[src/rtl/core/tga_rle_decoder_core_assert.svh]
// Assertion macros for the TGA run-length decoder core
`ifndef TGA_RLE_DECODER_CORE_ASSERT_SVH
`define TGA_RLE_DECODER_CORE_ASSERT_SVH

`ifndef SYNTH
// Same-cycle implication, checked out of reset
`define TGARLE_ASSERT_IMPLY(lbl, clk, rstn, ante, cons, msg) \
  lbl: assert property (@(posedge clk) disable iff (!(rstn)) (ante) |-> (cons)) \
    else $error(msg);
// Next-cycle implication, checked out of reset
`define TGARLE_ASSERT_NEXT(lbl, clk, rstn, ante, cons, msg) \
  lbl: assert property (@(posedge clk) disable iff (!(rstn)) (ante) |=> (cons)) \
    else $error(msg);
`else
`define TGARLE_ASSERT_IMPLY(lbl, clk, rstn, ante, cons, msg)
`define TGARLE_ASSERT_NEXT(lbl, clk, rstn, ante, cons, msg)
`endif

`endif

[src/rtl/core/tgarle_pkg.sv]
// Shared constants, types and helpers of the TGA run-length decoder
`default_nettype none

package tgarle_pkg;

  localparam int MAX_BYTES_PER_PIXEL = 4;
  localparam int WORD_BYTES          = 8;
  localparam int MAX_RESULTS         = 64;
  localparam int MAX_RUN_PIXELS      = 128;

  localparam int BYTE_W     = 8;
  localparam int WORD_W     = WORD_BYTES * BYTE_W;
  localparam int PIXEL_W    = MAX_BYTES_PER_PIXEL * BYTE_W;
  localparam int BPP_W      = 3;
  localparam int SIZE_W     = 28;
  localparam int FILL_W     = $clog2(WORD_BYTES + 1);
  localparam int CNT_W      = 4;
  localparam int LEFT_W     = 8;
  localparam int IDX_W      = $clog2(MAX_BYTES_PER_PIXEL);
  localparam int RUN_W      = $clog2(MAX_RUN_PIXELS * MAX_BYTES_PER_PIXEL + 1);
  localparam int PROD_W     = LEFT_W + BPP_W;
  localparam int RES_W      = $clog2(MAX_RESULTS + 1);
  localparam int CFG_IDX_W  = 1;
  localparam int CFG_DATA_W = SIZE_W;
  localparam int QDEPTH     = 2;
  localparam int QPTR_W     = $clog2(QDEPTH);
  localparam int QCNT_W     = $clog2(QDEPTH + 1);

  typedef enum logic [CFG_IDX_W-1:0] {
    CFG_BPP         = 1'd0,
    CFG_IMAGE_BYTES = 1'd1
  } cfg_reg_e;

  typedef enum logic [1:0] {
    PH_HEADER = 2'd0,
    PH_RUN    = 2'd1,
    PH_LIT    = 2'd2
  } phase_e;

  typedef enum logic [0:0] {
    BK_IDLE = 1'b0,
    BK_BUSY = 1'b1
  } back_st_e;

  typedef enum logic [1:0] {
    CMD_NOP = 2'd0,
    CMD_LIT = 2'd1,
    CMD_RUN = 2'd2
  } cmd_kind_e;

  // One command per accepted item
  typedef struct packed {
    cmd_kind_e          kind;
    logic [PIXEL_W-1:0] pixel;
    logic [BPP_W-1:0]   bpp;
    logic [RUN_W-1:0]   nbytes;
    logic               last;
  } cmd_t;

  typedef struct packed {
    logic full;
    logic empty;
  } q_status_t;

  // Out-of-range depth: zero acts as one, above the maximum acts as the maximum
  function automatic logic [BPP_W-1:0] clamp_depth(input logic [BPP_W-1:0] raw);
    logic [BPP_W-1:0] res;
    if (raw == '0) begin
      res = BPP_W'(1);
    end else if (raw > BPP_W'(MAX_BYTES_PER_PIXEL)) begin
      res = BPP_W'(MAX_BYTES_PER_PIXEL);
    end else begin
      res = raw;
    end
    return res;
  endfunction

endpackage

`default_nettype wire

[src/rtl/core/tgarle_if.sv]
// Channel interfaces: compressed byte input, decoded word output, config writes
`default_nettype none

interface tgarle_in_if;
  logic       valid;
  logic       ready;
  logic [7:0] in_byte;
  modport source (output valid, output in_byte, input ready);
  modport sink   (input valid, input in_byte, output ready);
endinterface

interface tgarle_out_if;
  logic        valid;
  logic        ready;
  logic [63:0] out_word;
  logic [3:0]  out_count;
  logic        last_word;
  modport source (output valid, output out_word, output out_count, output last_word,
                  input ready);
  modport sink   (input valid, input out_word, input out_count, input last_word,
                  output ready);
endinterface

interface tgarle_cfg_if;
  logic        valid;
  logic        ready;
  logic [0:0]  index;
  logic [27:0] data;
  modport source (output valid, output index, output data, input ready);
  modport sink   (input valid, input index, input data, output ready);
endinterface

`default_nettype wire

[src/rtl/core/tgarle_front.sv]
// Packet parser: classifies each byte and issues one command per item
`default_nettype none

module tgarle_front import tgarle_pkg::*; (
  input  logic           clk,
  input  logic           rst_n,
  tgarle_in_if.sink      in_ch,
  tgarle_cfg_if.sink     cfg_ch,
  output logic           cmd_valid,
  input  logic           cmd_ready,
  output cmd_t           cmd
);

  logic [BPP_W-1:0]   bpp_cfg_r;
  logic [SIZE_W-1:0]  img_bytes_r;
  phase_e             phase_r, phase_nxt;
  logic [LEFT_W-1:0]  pix_left_r, pix_left_nxt;
  logic [IDX_W-1:0]   idx_r, idx_nxt;
  logic [PIXEL_W-1:0] pixbuf_r, pixbuf_nxt;
  logic [SIZE_W-1:0]  done_cnt_r, done_cnt_nxt;

  logic               accept;
  logic [BPP_W-1:0]   bpp;
  logic               pix_end;
  logic [PIXEL_W-1:0] pb;
  logic [PROD_W-1:0]  run_prod;
  logic [SIZE_W-1:0]  rem;
  logic               run_done;
  logic               lit_done;
  logic [LEFT_W-1:0]  pl_dec;

  assign in_ch.ready  = cmd_ready;
  assign cmd_valid    = in_ch.valid;
  assign accept       = in_ch.valid && cmd_ready;
  assign cfg_ch.ready = 1'b1;

  assign bpp      = clamp_depth(bpp_cfg_r);
  assign pix_end  = ({1'b0, idx_r} + 3'd1) >= bpp;
  assign pb       = pixbuf_r | (PIXEL_W'(in_ch.in_byte) << {idx_r, 3'b000});
  assign run_prod = pix_left_r * bpp;
  // Bytes still due in this image; zero stands for a full wrap
  assign rem      = img_bytes_r - done_cnt_r;
  assign run_done = (rem != '0) && (rem <= SIZE_W'(run_prod));
  assign lit_done = (rem == SIZE_W'(1));
  assign pl_dec   = (pix_left_r != '0) ? pix_left_r - LEFT_W'(1) : pix_left_r;

  // Command toward the back end
  always_comb begin
    cmd.kind   = CMD_NOP;
    cmd.pixel  = pb;
    cmd.bpp    = bpp;
    cmd.nbytes = RUN_W'(1);
    cmd.last   = 1'b0;
    case (phase_r)
      PH_RUN: begin
        if (pix_end) begin
          cmd.kind   = CMD_RUN;
          cmd.nbytes = run_done ? RUN_W'(rem) : RUN_W'(run_prod);
          cmd.last   = run_done;
        end
      end
      PH_LIT: begin
        cmd.kind  = CMD_LIT;
        cmd.pixel = PIXEL_W'(in_ch.in_byte);
        cmd.last  = lit_done;
      end
      default: begin
        cmd.kind = CMD_NOP;
      end
    endcase
  end

  // Next parser state
  always_comb begin
    phase_nxt    = phase_r;
    pix_left_nxt = pix_left_r;
    idx_nxt      = idx_r;
    pixbuf_nxt   = pixbuf_r;
    done_cnt_nxt = done_cnt_r;
    if (accept) begin
      case (phase_r)
        PH_HEADER: begin
          pix_left_nxt = {1'b0, in_ch.in_byte[6:0]} + LEFT_W'(1);
          idx_nxt      = '0;
          pixbuf_nxt   = '0;
          phase_nxt    = in_ch.in_byte[7] ? PH_RUN : PH_LIT;
        end
        PH_RUN: begin
          if (pix_end) begin
            phase_nxt    = PH_HEADER;
            pix_left_nxt = '0;
            idx_nxt      = '0;
            pixbuf_nxt   = '0;
            done_cnt_nxt = run_done ? '0 : done_cnt_r + SIZE_W'(run_prod);
          end else begin
            idx_nxt    = idx_r + IDX_W'(1);
            pixbuf_nxt = pb;
          end
        end
        PH_LIT: begin
          if (lit_done) begin
            // Image complete: rearm, remaining packet bytes start a new image
            phase_nxt    = PH_HEADER;
            pix_left_nxt = '0;
            idx_nxt      = '0;
            pixbuf_nxt   = '0;
            done_cnt_nxt = '0;
          end else begin
            done_cnt_nxt = done_cnt_r + SIZE_W'(1);
            if (pix_end) begin
              idx_nxt      = '0;
              pix_left_nxt = pl_dec;
              if (pl_dec == '0) begin
                phase_nxt = PH_HEADER;
              end
            end else begin
              idx_nxt = idx_r + IDX_W'(1);
            end
          end
        end
        default: begin
          phase_nxt = PH_HEADER;
        end
      endcase
    end
  end

  always_ff @(posedge clk) begin
    if (!rst_n) begin
      phase_r    <= PH_HEADER;
      pix_left_r <= '0;
      idx_r      <= '0;
      pixbuf_r   <= '0;
      done_cnt_r <= '0;
    end else begin
      phase_r    <= phase_nxt;
      pix_left_r <= pix_left_nxt;
      idx_r      <= idx_nxt;
      pixbuf_r   <= pixbuf_nxt;
      done_cnt_r <= done_cnt_nxt;
    end
  end

  always_ff @(posedge clk) begin
    if (!rst_n) begin
      bpp_cfg_r   <= BPP_W'(1);
      img_bytes_r <= SIZE_W'(1);
    end else if (cfg_ch.valid && cfg_ch.ready) begin
      case (cfg_reg_e'(cfg_ch.index))
        CFG_BPP:         bpp_cfg_r   <= cfg_ch.data[BPP_W-1:0];
        CFG_IMAGE_BYTES: img_bytes_r <= cfg_ch.data[SIZE_W-1:0];
        default: begin
          bpp_cfg_r <= bpp_cfg_r;
        end
      endcase
    end
  end

endmodule

`default_nettype wire

[src/rtl/core/tgarle_queue.sv]
// Short command queue between parser and word packer
`default_nettype none

module tgarle_queue import tgarle_pkg::*; (
  input  logic      clk,
  input  logic      rst_n,
  input  logic      push_valid,
  output logic      push_ready,
  input  cmd_t      push_cmd,
  output logic      pop_valid,
  input  logic      pop_ready,
  output cmd_t      pop_cmd,
  output q_status_t status
);

  cmd_t              mem_r [QDEPTH];
  logic [QPTR_W-1:0] wr_ptr_r, rd_ptr_r;
  logic [QCNT_W-1:0] count_r;
  logic              do_push, do_pop;

  function automatic logic [QPTR_W-1:0] next_ptr(input logic [QPTR_W-1:0] p);
    return (p == QPTR_W'(QDEPTH - 1)) ? '0 : p + QPTR_W'(1);
  endfunction

  assign status.full  = (count_r == QCNT_W'(QDEPTH));
  assign status.empty = (count_r == '0);
  assign push_ready   = !status.full;
  assign pop_valid    = !status.empty;
  assign pop_cmd      = mem_r[rd_ptr_r];
  assign do_push      = push_valid && push_ready;
  assign do_pop       = pop_valid && pop_ready;

  always_ff @(posedge clk) begin
    if (do_push) begin
      mem_r[wr_ptr_r] <= push_cmd;
    end
  end

  always_ff @(posedge clk) begin
    if (!rst_n) begin
      wr_ptr_r <= '0;
      rd_ptr_r <= '0;
      count_r  <= '0;
    end else begin
      if (do_push) begin
        wr_ptr_r <= next_ptr(wr_ptr_r);
      end
      if (do_pop) begin
        rd_ptr_r <= next_ptr(rd_ptr_r);
      end
      case ({do_push, do_pop})
        2'b10:   count_r <= count_r + QCNT_W'(1);
        2'b01:   count_r <= count_r - QCNT_W'(1);
        default: count_r <= count_r;
      endcase
    end
  end

endmodule

`default_nettype wire

[src/rtl/core/tgarle_back.sv]
// Word packer: expands commands byte by byte into 64-bit result words
`default_nettype none

module tgarle_back import tgarle_pkg::*; (
  input  logic         clk,
  input  logic         rst_n,
  input  logic         cmd_valid,
  output logic         cmd_ready,
  input  cmd_t         cmd,
  tgarle_out_if.source out_ch
);

  back_st_e           st_r, st_nxt;
  cmd_t               cmd_r, cmd_nxt;
  logic [RUN_W-1:0]   left_r, left_nxt;
  logic [IDX_W-1:0]   k_r, k_nxt;
  logic [RES_W-1:0]   res_cnt_r, res_cnt_nxt;
  logic               hold_r, hold_nxt;
  logic [WORD_W-1:0]  wbuf_r, wbuf_nxt;
  logic [FILL_W-1:0]  wfill_r, wfill_nxt;
  logic               out_valid_r, out_valid_nxt;
  logic [WORD_W-1:0]  out_word_r, out_word_nxt;
  logic [CNT_W-1:0]   out_count_r, out_count_nxt;
  logic               out_last_r, out_last_nxt;

  logic               slot_free;
  logic [BYTE_W-1:0]  byte_sel;
  logic [FILL_W-1:0]  fill_inc;
  logic [WORD_W-1:0]  wbuf_add;
  logic               final_b;
  logic               need_emit;
  logic               hold_now;
  logic               step_ok;
  logic               flush_go;
  logic               pop;
  logic               k_last;

  assign slot_free = !out_valid_r || out_ch.ready;
  assign byte_sel  = BYTE_W'(cmd_r.pixel >> {k_r, 3'b000});
  assign fill_inc  = wfill_r + FILL_W'(1);
  assign wbuf_add  = wbuf_r | (WORD_W'(byte_sel) << {wfill_r[FILL_W-2:0], 3'b000});
  assign final_b   = (left_r == RUN_W'(1)) && cmd_r.last;
  assign need_emit = (fill_inc == FILL_W'(WORD_BYTES)) || final_b;
  // A final word beyond the per-item result limit waits for the next item
  assign hold_now  = final_b && (res_cnt_r == RES_W'(MAX_RESULTS));
  assign step_ok   = !need_emit || hold_now || slot_free;
  assign flush_go  = (st_r == BK_IDLE) && hold_r && cmd_valid && slot_free;
  assign pop       = (st_r == BK_IDLE) && !hold_r && cmd_valid;
  assign cmd_ready = pop;
  assign k_last    = ({1'b0, k_r} + 3'd1) >= cmd_r.bpp;

  assign out_ch.valid     = out_valid_r;
  assign out_ch.out_word  = out_word_r;
  assign out_ch.out_count = out_count_r;
  assign out_ch.last_word = out_last_r;

  always_comb begin
    st_nxt = st_r;
    case (st_r)
      BK_IDLE: begin
        if (pop && (cmd.kind != CMD_NOP)) begin
          st_nxt = BK_BUSY;
        end
      end
      BK_BUSY: begin
        if (step_ok && (left_r == RUN_W'(1))) begin
          st_nxt = BK_IDLE;
        end
      end
      default: begin
        st_nxt = BK_IDLE;
      end
    endcase
  end

  always_comb begin
    cmd_nxt       = cmd_r;
    left_nxt      = left_r;
    k_nxt         = k_r;
    res_cnt_nxt   = res_cnt_r;
    hold_nxt      = hold_r;
    wbuf_nxt      = wbuf_r;
    wfill_nxt     = wfill_r;
    out_valid_nxt = out_valid_r && !out_ch.ready;
    out_word_nxt  = out_word_r;
    out_count_nxt = out_count_r;
    out_last_nxt  = out_last_r;
    case (st_r)
      BK_IDLE: begin
        if (flush_go) begin
          out_valid_nxt = 1'b1;
          out_word_nxt  = wbuf_r;
          out_count_nxt = CNT_W'(wfill_r);
          out_last_nxt  = 1'b1;
          wbuf_nxt      = '0;
          wfill_nxt     = '0;
          hold_nxt      = 1'b0;
        end
        if (pop) begin
          cmd_nxt     = cmd;
          left_nxt    = cmd.nbytes;
          k_nxt       = '0;
          res_cnt_nxt = '0;
        end
      end
      BK_BUSY: begin
        if (step_ok) begin
          left_nxt = left_r - RUN_W'(1);
          k_nxt    = k_last ? '0 : k_r + IDX_W'(1);
          if (hold_now) begin
            wbuf_nxt  = wbuf_add;
            wfill_nxt = fill_inc;
            hold_nxt  = 1'b1;
          end else if (need_emit) begin
            out_valid_nxt = 1'b1;
            out_word_nxt  = wbuf_add;
            out_count_nxt = CNT_W'(fill_inc);
            out_last_nxt  = final_b;
            wbuf_nxt      = '0;
            wfill_nxt     = '0;
            res_cnt_nxt   = res_cnt_r + RES_W'(1);
          end else begin
            wbuf_nxt  = wbuf_add;
            wfill_nxt = fill_inc;
          end
        end
      end
      default: begin
        hold_nxt = hold_r;
      end
    endcase
  end

  always_ff @(posedge clk) begin
    if (!rst_n) begin
      st_r        <= BK_IDLE;
      hold_r      <= 1'b0;
      wbuf_r      <= '0;
      wfill_r     <= '0;
      out_valid_r <= 1'b0;
    end else begin
      st_r        <= st_nxt;
      hold_r      <= hold_nxt;
      wbuf_r      <= wbuf_nxt;
      wfill_r     <= wfill_nxt;
      out_valid_r <= out_valid_nxt;
    end
  end

  always_ff @(posedge clk) begin
    cmd_r       <= cmd_nxt;
    left_r      <= left_nxt;
    k_r         <= k_nxt;
    res_cnt_r   <= res_cnt_nxt;
    out_word_r  <= out_word_nxt;
    out_count_r <= out_count_nxt;
    out_last_r  <= out_last_nxt;
  end

endmodule

`default_nettype wire

[src/rtl/core/tga_rle_decoder_core.sv]
// Top level of the TGA run-length decoder: parser, command queue, word packer
//
// Decodes the run-length pixel stream of a TGA image, one compressed byte per
// item, into 64-bit words of eight decoded bytes, first byte lowest. The parser
// takes one byte per cycle while its two-entry command queue has room; header
// bytes and leading bytes of a run pixel need no packing step, and a literal
// byte is packed as a single decoded byte. A run packet is expanded one decoded
// byte per cycle by the packer while its output slot is free, and input stalls
// once the queue fills behind it. The image ends exactly at the configured byte
// count: the rest of a run is dropped and the word holding the last byte goes
// out with last_word set, after which the next byte is read as a fresh packet
// header. When the last word would be the 65th word of one run packet, it is
// held and sent at the next item. Configuration must be written only while the
// block is idle; the block itself does not enforce this.
`default_nettype none

`include "tga_rle_decoder_core_assert.svh"

module tga_rle_decoder_core import tgarle_pkg::*; (
  input  logic         clk,
  input  logic         rst_n,
  tgarle_in_if.sink    in_ch,
  tgarle_out_if.source out_ch,
  tgarle_cfg_if.sink   cfg_ch
);

  // Parser to queue
  logic      front_valid;
  logic      front_ready;
  cmd_t      front_cmd;

  // Queue to packer
  logic      q_valid;
  logic      q_ready;
  cmd_t      q_cmd;
  q_status_t q_status;

  // Classify bytes, track pixel counts and image progress
  tgarle_front u_front (
    .clk       (clk),
    .rst_n     (rst_n),
    .in_ch     (in_ch),
    .cfg_ch    (cfg_ch),
    .cmd_valid (front_valid),
    .cmd_ready (front_ready),
    .cmd       (front_cmd)
  );

  // Decouple the parser from word packing so each side stalls on its own
  tgarle_queue u_queue (
    .clk        (clk),
    .rst_n      (rst_n),
    .push_valid (front_valid),
    .push_ready (front_ready),
    .push_cmd   (front_cmd),
    .pop_valid  (q_valid),
    .pop_ready  (q_ready),
    .pop_cmd    (q_cmd),
    .status     (q_status)
  );

  // Expand runs, pack bytes into words, hold the output register
  tgarle_back u_back (
    .clk       (clk),
    .rst_n     (rst_n),
    .cmd_valid (q_valid),
    .cmd_ready (q_ready),
    .cmd       (q_cmd),
    .out_ch    (out_ch)
  );

  // Only the final word of an image may be short
  `TGARLE_ASSERT_IMPLY(a_short_only_last, clk, rst_n, out_ch.valid && !out_ch.last_word, out_ch.out_count == CNT_W'(WORD_BYTES), "short word without last flag")
  // Input must stall while the queue has no room
  `TGARLE_ASSERT_IMPLY(a_full_stalls_input, clk, rst_n, q_status.full, !in_ch.ready, "input ready while queue full")

endmodule

`default_nettype wire

[src/flat_wrapper.sv]
// flat-port wrapper written by rule: the top's interface ports become plain ports
module tga_rle_decoder_core_flat import tgarle_pkg::*;
  (clk, rst_n, in_ch_valid, in_ch_in_byte, in_ch_ready, out_ch_valid, out_ch_out_word, out_ch_out_count, out_ch_last_word, out_ch_ready, cfg_ch_valid, cfg_ch_index, cfg_ch_data, cfg_ch_ready);
  tgarle_in_if in_ch_i ();
  tgarle_out_if out_ch_i ();
  tgarle_cfg_if cfg_ch_i ();
  input  logic clk;
  input  logic rst_n;
  input wire logic [$bits(in_ch_i.valid)-1:0] in_ch_valid;
  input wire logic [$bits(in_ch_i.in_byte)-1:0] in_ch_in_byte;
  output wire logic [$bits(in_ch_i.ready)-1:0] in_ch_ready;
  output wire logic [$bits(out_ch_i.valid)-1:0] out_ch_valid;
  output wire logic [$bits(out_ch_i.out_word)-1:0] out_ch_out_word;
  output wire logic [$bits(out_ch_i.out_count)-1:0] out_ch_out_count;
  output wire logic [$bits(out_ch_i.last_word)-1:0] out_ch_last_word;
  input wire logic [$bits(out_ch_i.ready)-1:0] out_ch_ready;
  input wire logic [$bits(cfg_ch_i.valid)-1:0] cfg_ch_valid;
  input wire logic [$bits(cfg_ch_i.index)-1:0] cfg_ch_index;
  input wire logic [$bits(cfg_ch_i.data)-1:0] cfg_ch_data;
  output wire logic [$bits(cfg_ch_i.ready)-1:0] cfg_ch_ready;
  assign in_ch_i.valid = in_ch_valid;
  assign in_ch_i.in_byte = in_ch_in_byte;
  assign in_ch_ready = in_ch_i.ready;
  assign out_ch_valid = out_ch_i.valid;
  assign out_ch_out_word = out_ch_i.out_word;
  assign out_ch_out_count = out_ch_i.out_count;
  assign out_ch_last_word = out_ch_i.last_word;
  assign out_ch_i.ready = out_ch_ready;
  assign cfg_ch_i.valid = cfg_ch_valid;
  assign cfg_ch_i.index = cfg_ch_index;
  assign cfg_ch_i.data = cfg_ch_data;
  assign cfg_ch_ready = cfg_ch_i.ready;
  tga_rle_decoder_core u_core (.clk(clk), .rst_n(rst_n), .in_ch(in_ch_i), .out_ch(out_ch_i), .cfg_ch(cfg_ch_i));
endmodule
[config.mk]
export PLATFORM = sky130hd
export DESIGN_NAME = tga_rle_decoder_core_flat
export DESIGN_NICKNAME = d
export VERILOG_FILES = /design/src/rtl/core/tgarle_pkg.sv /design/src/rtl/core/tgarle_if.sv /design/src/rtl/core/tgarle_front.sv /design/src/rtl/core/tgarle_queue.sv /design/src/rtl/core/tgarle_back.sv /design/src/rtl/core/tga_rle_decoder_core.sv /design/src/flat_wrapper.sv
export VERILOG_INCLUDE_DIRS = /design/src /design/src/rtl/core
export SDC_FILE = /design/constraint.sdc
export NUM_CORES = 1
export LEC_CHECK = 0
export BUFFER_PORTS_ARGS = -buffer_cell sky130_fd_sc_hd__buf_2
export CAP_MARGIN = 20
export CELL_PAD_IN_SITES_DETAIL_PLACEMENT = 0
export CELL_PAD_IN_SITES_GLOBAL_PLACEMENT = 1
export CORE_ASPECT_RATIO = 1.5
export CORE_MARGIN = 3
export CORE_UTILIZATION = 27
export DETAILED_ROUTE_END_ITERATION = 6
export PLACE_DENSITY = 0.51
export SYNTH_ARGS = -nofsm -noshare
export SYNTH_HDL_FRONTEND = slang
export SYNTH_HIERARCHICAL = 1
export SYNTH_SLANG_ARGS = --single-unit
[constraint.sdc]
create_clock -name clk -period 4.81 [get_ports clk]
set_input_delay 0.481 -clock clk [delete_from_list [all_inputs] [get_ports clk]]
set_output_delay 0.481 -clock clk [all_outputs]
set_load 0.03 [all_outputs]
Word level (Yosys, flattened, before mapping)
Memory sizes are Yosys's and may differ from the RTL's. A register that Yosys moved wholly into a read port is not among the register bits.
Index checks and enable logic that the tools add are counted.
Widths: inputs -> output; s select.
Word-level totals
  register bits after elaboration: 302
  ROM bits: 0
  memories kept: 1
  output and inout bits: 72
  bits in writable memories: 96
  bits in latches: 0
  word-level logic and storage cells: 204
Memories
  u_core.u_queue.mem_r: words 2, bits a word 48, read ports 1, clocked after Yosys merged registers in 1, write ports 1, line tgarle_queue.sv:16  | cmd_t mem_r [QDEPTH];
Operators by class
  div/mod/pow operators: 0
  $lt $le $gt $ge: 4
  reductions and logical operators: 46
  eq/ne operators: 19
  $add $sub $neg: 16
  multiplexer cells: 86
  shift-type cells: 3
  multipliers: 1
  bitwise logic cells: 4
Operators by type and width (count)
  $mux 64: 8
  $pmux 64 s2: 2
  $mux 32: 3
  $pmux 32 s3: 1
  $mux 28: 3
  $or 64x64->64: 1
  $shl 8x6->64: 1
  $pmux 28 s2: 1
  $mux 10: 4
  $mux 4: 8
  $mux 8: 4
  $or 32x32->32: 1
  $shl 8x5->32: 1
  $shr 32x5->8: 1
  $add 28x1->28 const B: 1
  $add 28x11->28: 1
  $eq 28x1->1 const B: 1
  $le 28x11->1: 1
  $mux 7: 4
  $reduce_bool 28->1: 1
  $sub 28x28->28: 1
  $pmux 8 s3: 1
  $mux 2: 11
  $pmux 10 s2: 1
  other kinds (41): 117

Logic depth before layout (Yosys ltp)
  depth in word-level cells: 9
  depth in mapped cells: 24
  gate-level depth less buffers: 23

Modules after synthesis
The synthesis kept the hierarchy.
By module, submodules not included
  tgarle_front: times used 1, seq. area each 2062.0 um^2, cells an instance 1231, area an instance 8942.3 um^2
  tgarle_back: times used 1, seq. area each 5144.9 um^2, cells an instance 581, area an instance 7669.9 um^2
  tgarle_queue: times used 1, seq. area each 2982.9 um^2, cells an instance 176, area an instance 3697.3 um^2

Worst setup path after synthesis
Ideal clock, no wire load.
  path type: register to register
  start point: reg u_core.u_back.left_r[1]
  end point: reg u_core.u_back.out_last_r (netlist: u_core/u_back/out_ch.last_word) (enable)
  arrival time: 4.430 ns
  library setup time: 0.496 ns
  cell stages (with the launch flop): 8
  slack: -0.117 ns
  cells stage by stage: edfxtp_1 -> inv_1 -> ha_1 -> nor4b_2 -> nand4_1 -> mux2_2 -> o22a_1 -> nor2_1
On the way
  word-level cells in the longest chain between the ends: 8
  elaborated cells between the ends (all ways): 11
Ends and longest elaborated chain
  start: declaration: line tgarle_back.sv:15  | logic [RUN_W-1:0] left_r, left_nxt;
  start signal: assignment: line tgarle_back.sv:152  | left_r <= left_nxt;
  $eq 10x1->1 (*): line tgarle_back.sv:42  | assign final_b = (left_r == RUN_W'(1)) && cmd_r.last;
  $logic_and 1x1->1 (*): line tgarle_back.sv:42
  $logic_or 1x1->1: line tgarle_back.sv:43  | assign need_emit = (fill_inc == FILL_W'(WORD_BYTES)) || final_b;
  $logic_not 1->1: line tgarle_back.sv:46  | assign step_ok = !need_emit || hold_now || slot_free;
  $logic_or 1x1->1 (2 in a row): line tgarle_back.sv:46
  $ne 2x1->1 (no source line)
  $reduce_and 4->1 (no source line) (*)
  end signal: assignment: line tgarle_back.sv:157  | out_last_r <= out_last_nxt;
  end: declaration: line tgarle_back.sv:24  | logic out_last_r, out_last_nxt;
Mark *: on every way between the ends. The rest lies on a longest branch, timed or not.
A chain may end at the register's enable or synchronous reset.

==> reports/results.txt <==
The run finished with clean final reports. The transition time of the tightest slew-check pin is 1200 ps, and the global placer's final weighted congestion is 0.902. The run gives 5070 ps as the arrival time of data at the critical path endpoint. The critical path is of the reg2reg type. Counting every net in the synthesized netlist gives 2119.

Port buffering added 112 buffers. The clock reaches the later pin of the worst-skew pair after 590 ps. The number of cells on the worst reg-to-reg path is 21.

With fillers left out, the area of the finished cells amounts to 24100 sq um. For this run, design rule violations remaining after detail routing come to 0. The layout-stage area growth over the synthesis result was 18.8%; the headroom to the max-slew limit was 19.5%. The number of global-route vias before repair was 16000; the number of antenna violations at the first check in global routing was 1. In this run the most critical hold path is launched from cfg_ch_data[10]. The horizontal die dimension was 230 microns; the detailed-route wire length per cell was 19.2 microns. The run gives 5 as the number of optimization iterations in the first detailed-route pass. TritonCTS built the clock tree. The maximum clock path buffer count came out at 3. For the effective utilization at floorplan, the log shows 27.4%. Startpoint type of the worst setup path: a flip-flop.

The tools report the number of placed I/O pins as 114. For the final database, setup skew stands at 17.6 ps. For the final-stage net count, the log shows 2260.

The critical register-to-register path endpoint is u_core/u_front/done_cnt_r[27]$_SDFFE_PN0P_. Dividing the synthesized area by the synthesized cell count gives 10.2 sq um. The clock net in this run drives a total of 399 sinks.

For this run the aggregate overflow at the end of global routing stands at 0. The root buffer cell chosen for the clock tree is sky130_fd_sc_hd__clkbuf_16. Across the VDD grid, the largest voltage drop is 0.000234 V. Dividing the final minimum period by the clock period gives 96.5%. Once detail routing completed, the nets flagged for antenna violations numbered 0. At the worst endpoint, the required time is 5240 ps. Row generation in the floorplan step produced 122 rows. Measured along the y axis, the die boundary spans 342 microns. Across the run, the number of max-cap violations was 0. In this run the worst hold path is classified as in2reg. The first global-routing pass estimated 93.5 mm of wire. STA classifies the critical path endpoint as a flip-flop. Setup repair after global routing could not meet its margin everywhere. The floorplan step defined a die boundary enclosing 78600 sq um. The repair_antennas step left the layout with diodes totalling 0. The placed instances occupy a cell area of 22300 sq um. The final instance count without filler cells is 3157.

After synthesis the cells add up to 20300 sq um. The clock tree synthesis step divided the H-tree into 2 levels. In this run, CTS created clock tree buffers numbering 45. Along the worst hold path, the cell count comes to 3. For this block, the initial DRC count from the detailed router was 860. The path with the worst hold slack has its endpoint at u_core/u_front/img_bytes_r[10]$_SDFFE_PN0P_.

The worst register-to-register path has a setup slack of 170 ps. The power per cell area is 468 nW/um^2, and the via density per instance is 4.93. After clock tree synthesis, the clock-pin slew on the worst setup and hold paths is 70 ps. The final-report hold violation count was 0; the final core area utilization was 32.5%. Timing would allow up to 0.215 GHz.

The shortest clock period the worst path allows after layout was 4640 ps. The overall global routing resource usage was 15.1%; the via count was 15600. The count of pins over their slew limit was 0; the number of endpoints failing setup at the final stage was 0. The placeable core region is 74200 sq um. For this design the static power due to leakage is 9.72 nW.

Entering global routing, the biggest net connects 68 pins. Across all hold checks on the routed design, the worst slack comes to 122 ps. For the number of instances in the placed design, the log shows 3067. The routed design has 60.7 mm of wire. During synthesis, Yosys emitted a total of 6 warnings.

The worst register-to-register path begins at u_core/u_front/bpp_cfg_r[0]$_SDFFE_PN1P_. The gate count of the mapped netlist is 1987, and the worst-path maximum fanout is 8. Cells with a size suffix above 1 make up 19.6% of the layout. The logs give 44.3 mm for the HPWL after detailed placement and 11.3 mW for the power consumption.
[power breakdown]
part           leakage (nW)  total, mW  internal (mW)  switching, mW
sequential             3.65       4.46           4.20          0.264
clock                 0.728       3.52           2.04           1.49
combinational          5.34       3.31           1.21           2.10
[area by class of cell]
class	count	area (sq um)
clock inverters	25	270
multi-input cells	1386	9480
fillers	7649	50100
inverters	85	319
clock buffers	59	1230
flip-flops and latches	399	10200
repair buffers	211	1400
well taps	992	1240
[what timing repair did]
item	4_1_cts	5_1_grt
hold buffers	0	0
pin swaps	0	17
setup buffers	0	3
gates resized for setup	12	40
setup endpoints to repair	43	47
[placed cells by master (no fill, tap or decap), drive strengths merged, types with 10 or more instances in the layout]
cell type	n
a21o	80
nand2b	20
dfxtp	179
nor4	17
clkinv	16
nand2	161
o211ai	15
o21a	16
and2	21
a31oi	105
a21oi	128
nand3	34
xor2	23
nor3	38
or3	14
mux2	52
nor2	244
buf	211
clkbuf	59
xnor2	35
a22o	10
o31ai	11
nor2b	16
inv	87
nand4	22
ha	81
mux2i	13
o21ai	53
edfxtp	220
a211oi	13
[how the worst max path moves through the flow]
stage	from	end	slack, ps	cells past startpoint
floorplan	u_core/u_front/bpp_cfg_r[2]$_SDFFE_PN0P_	u_core/u_front/done_cnt_r[25]$_SDFFE_PN0P_	80	20
global placement	u_core/u_front/bpp_cfg_r[1]$_SDFFE_PN0P_	u_core/u_front/done_cnt_r[23]$_SDFFE_PN0P_	-200	21
detailed placement	u_core/u_front/bpp_cfg_r[1]$_SDFFE_PN0P_	u_core/u_front/done_cnt_r[27]$_SDFFE_PN0P_	-220	21
CTS	u_core/u_front/bpp_cfg_r[2]$_SDFFE_PN0P_	u_core/u_front/done_cnt_r[27]$_SDFFE_PN0P_	10	21
global route	u_core/u_front/bpp_cfg_r[0]$_SDFFE_PN1P_	u_core/u_front/done_cnt_r[23]$_SDFFE_PN0P_	-50	21
finish	u_core/u_front/bpp_cfg_r[0]$_SDFFE_PN1P_	u_core/u_front/done_cnt_r[27]$_SDFFE_PN0P_	170	21
[critical path: stages (launching register included)]
cell and delay [ps]:
sky130_fd_sc_hd__dfxtp_2 320, sky130_fd_sc_hd__inv_2 40, sky130_fd_sc_hd__a21oi_4 230, sky130_fd_sc_hd__and2_4 180, sky130_fd_sc_hd__fa_1 410, sky130_fd_sc_hd__ha_2 210
sky130_fd_sc_hd__fa_2 340, sky130_fd_sc_hd__a21o_1 170, sky130_fd_sc_hd__a21oi_2 140, sky130_fd_sc_hd__o21bai_1 90, sky130_fd_sc_hd__a21oi_2 210, sky130_fd_sc_hd__xnor2_2 130
sky130_fd_sc_hd__ha_1 320, sky130_fd_sc_hd__nand3_2 100, sky130_fd_sc_hd__o31ai_4 340, sky130_fd_sc_hd__o41ai_4 110, sky130_fd_sc_hd__or3_4 370, sky130_fd_sc_hd__or3_4 420
sky130_fd_sc_hd__nor2_4 100, sky130_fd_sc_hd__o21ai_1 60, sky130_fd_sc_hd__nand2_1 90, sky130_fd_sc_hd__a31oi_1 90
[layer usage]
metal / up-vias / GRT usage, % / part of all wire, %
li1: 7599 / - / -
met1: 7499 / 16.4 / 39
met2: 352 / 29.1 / 54
met3: 121 / 2.16 / 3.6
met4: 2 / 6.40 / 4.3
met5: - / 0 / 0.012
[state kept, by name (all words and copies together) (netlist names), 2 cells and up, named ones only]
signal / flops
u_core/u_back/cmd_r: 36
u_core/u_back/k_r: 2
u_core/u_back/left_r: 10
u_core/u_back/out_ch.out_count: 4
u_core/u_back/out_ch.out_word: 64
u_core/u_back/res_cnt_r: 7
u_core/u_back/wbuf_r: 64
u_core/u_back/wfill_r: 4
u_core/u_front/bpp_cfg_r: 3
u_core/u_front/done_cnt_r: 28
u_core/u_front/idx_r: 2
u_core/u_front/img_bytes_r: 28
u_core/u_front/phase_r: 2
u_core/u_front/pix_left_r: 8
u_core/u_front/pixbuf_r: 32
u_core/u_queue/count_r: 2
u_core/u_queue/mem_r: 96
[through the flow]
stage,setup WS [ps],setup TNS (ps)
finish,167,0
CTS,14.8,0
global placement,-205,-3660
floorplan,81.3,0
detailed placement,-218,-6700
global route,-50.5,-433
Note: power is estimated with default switching activity, not from simulation.
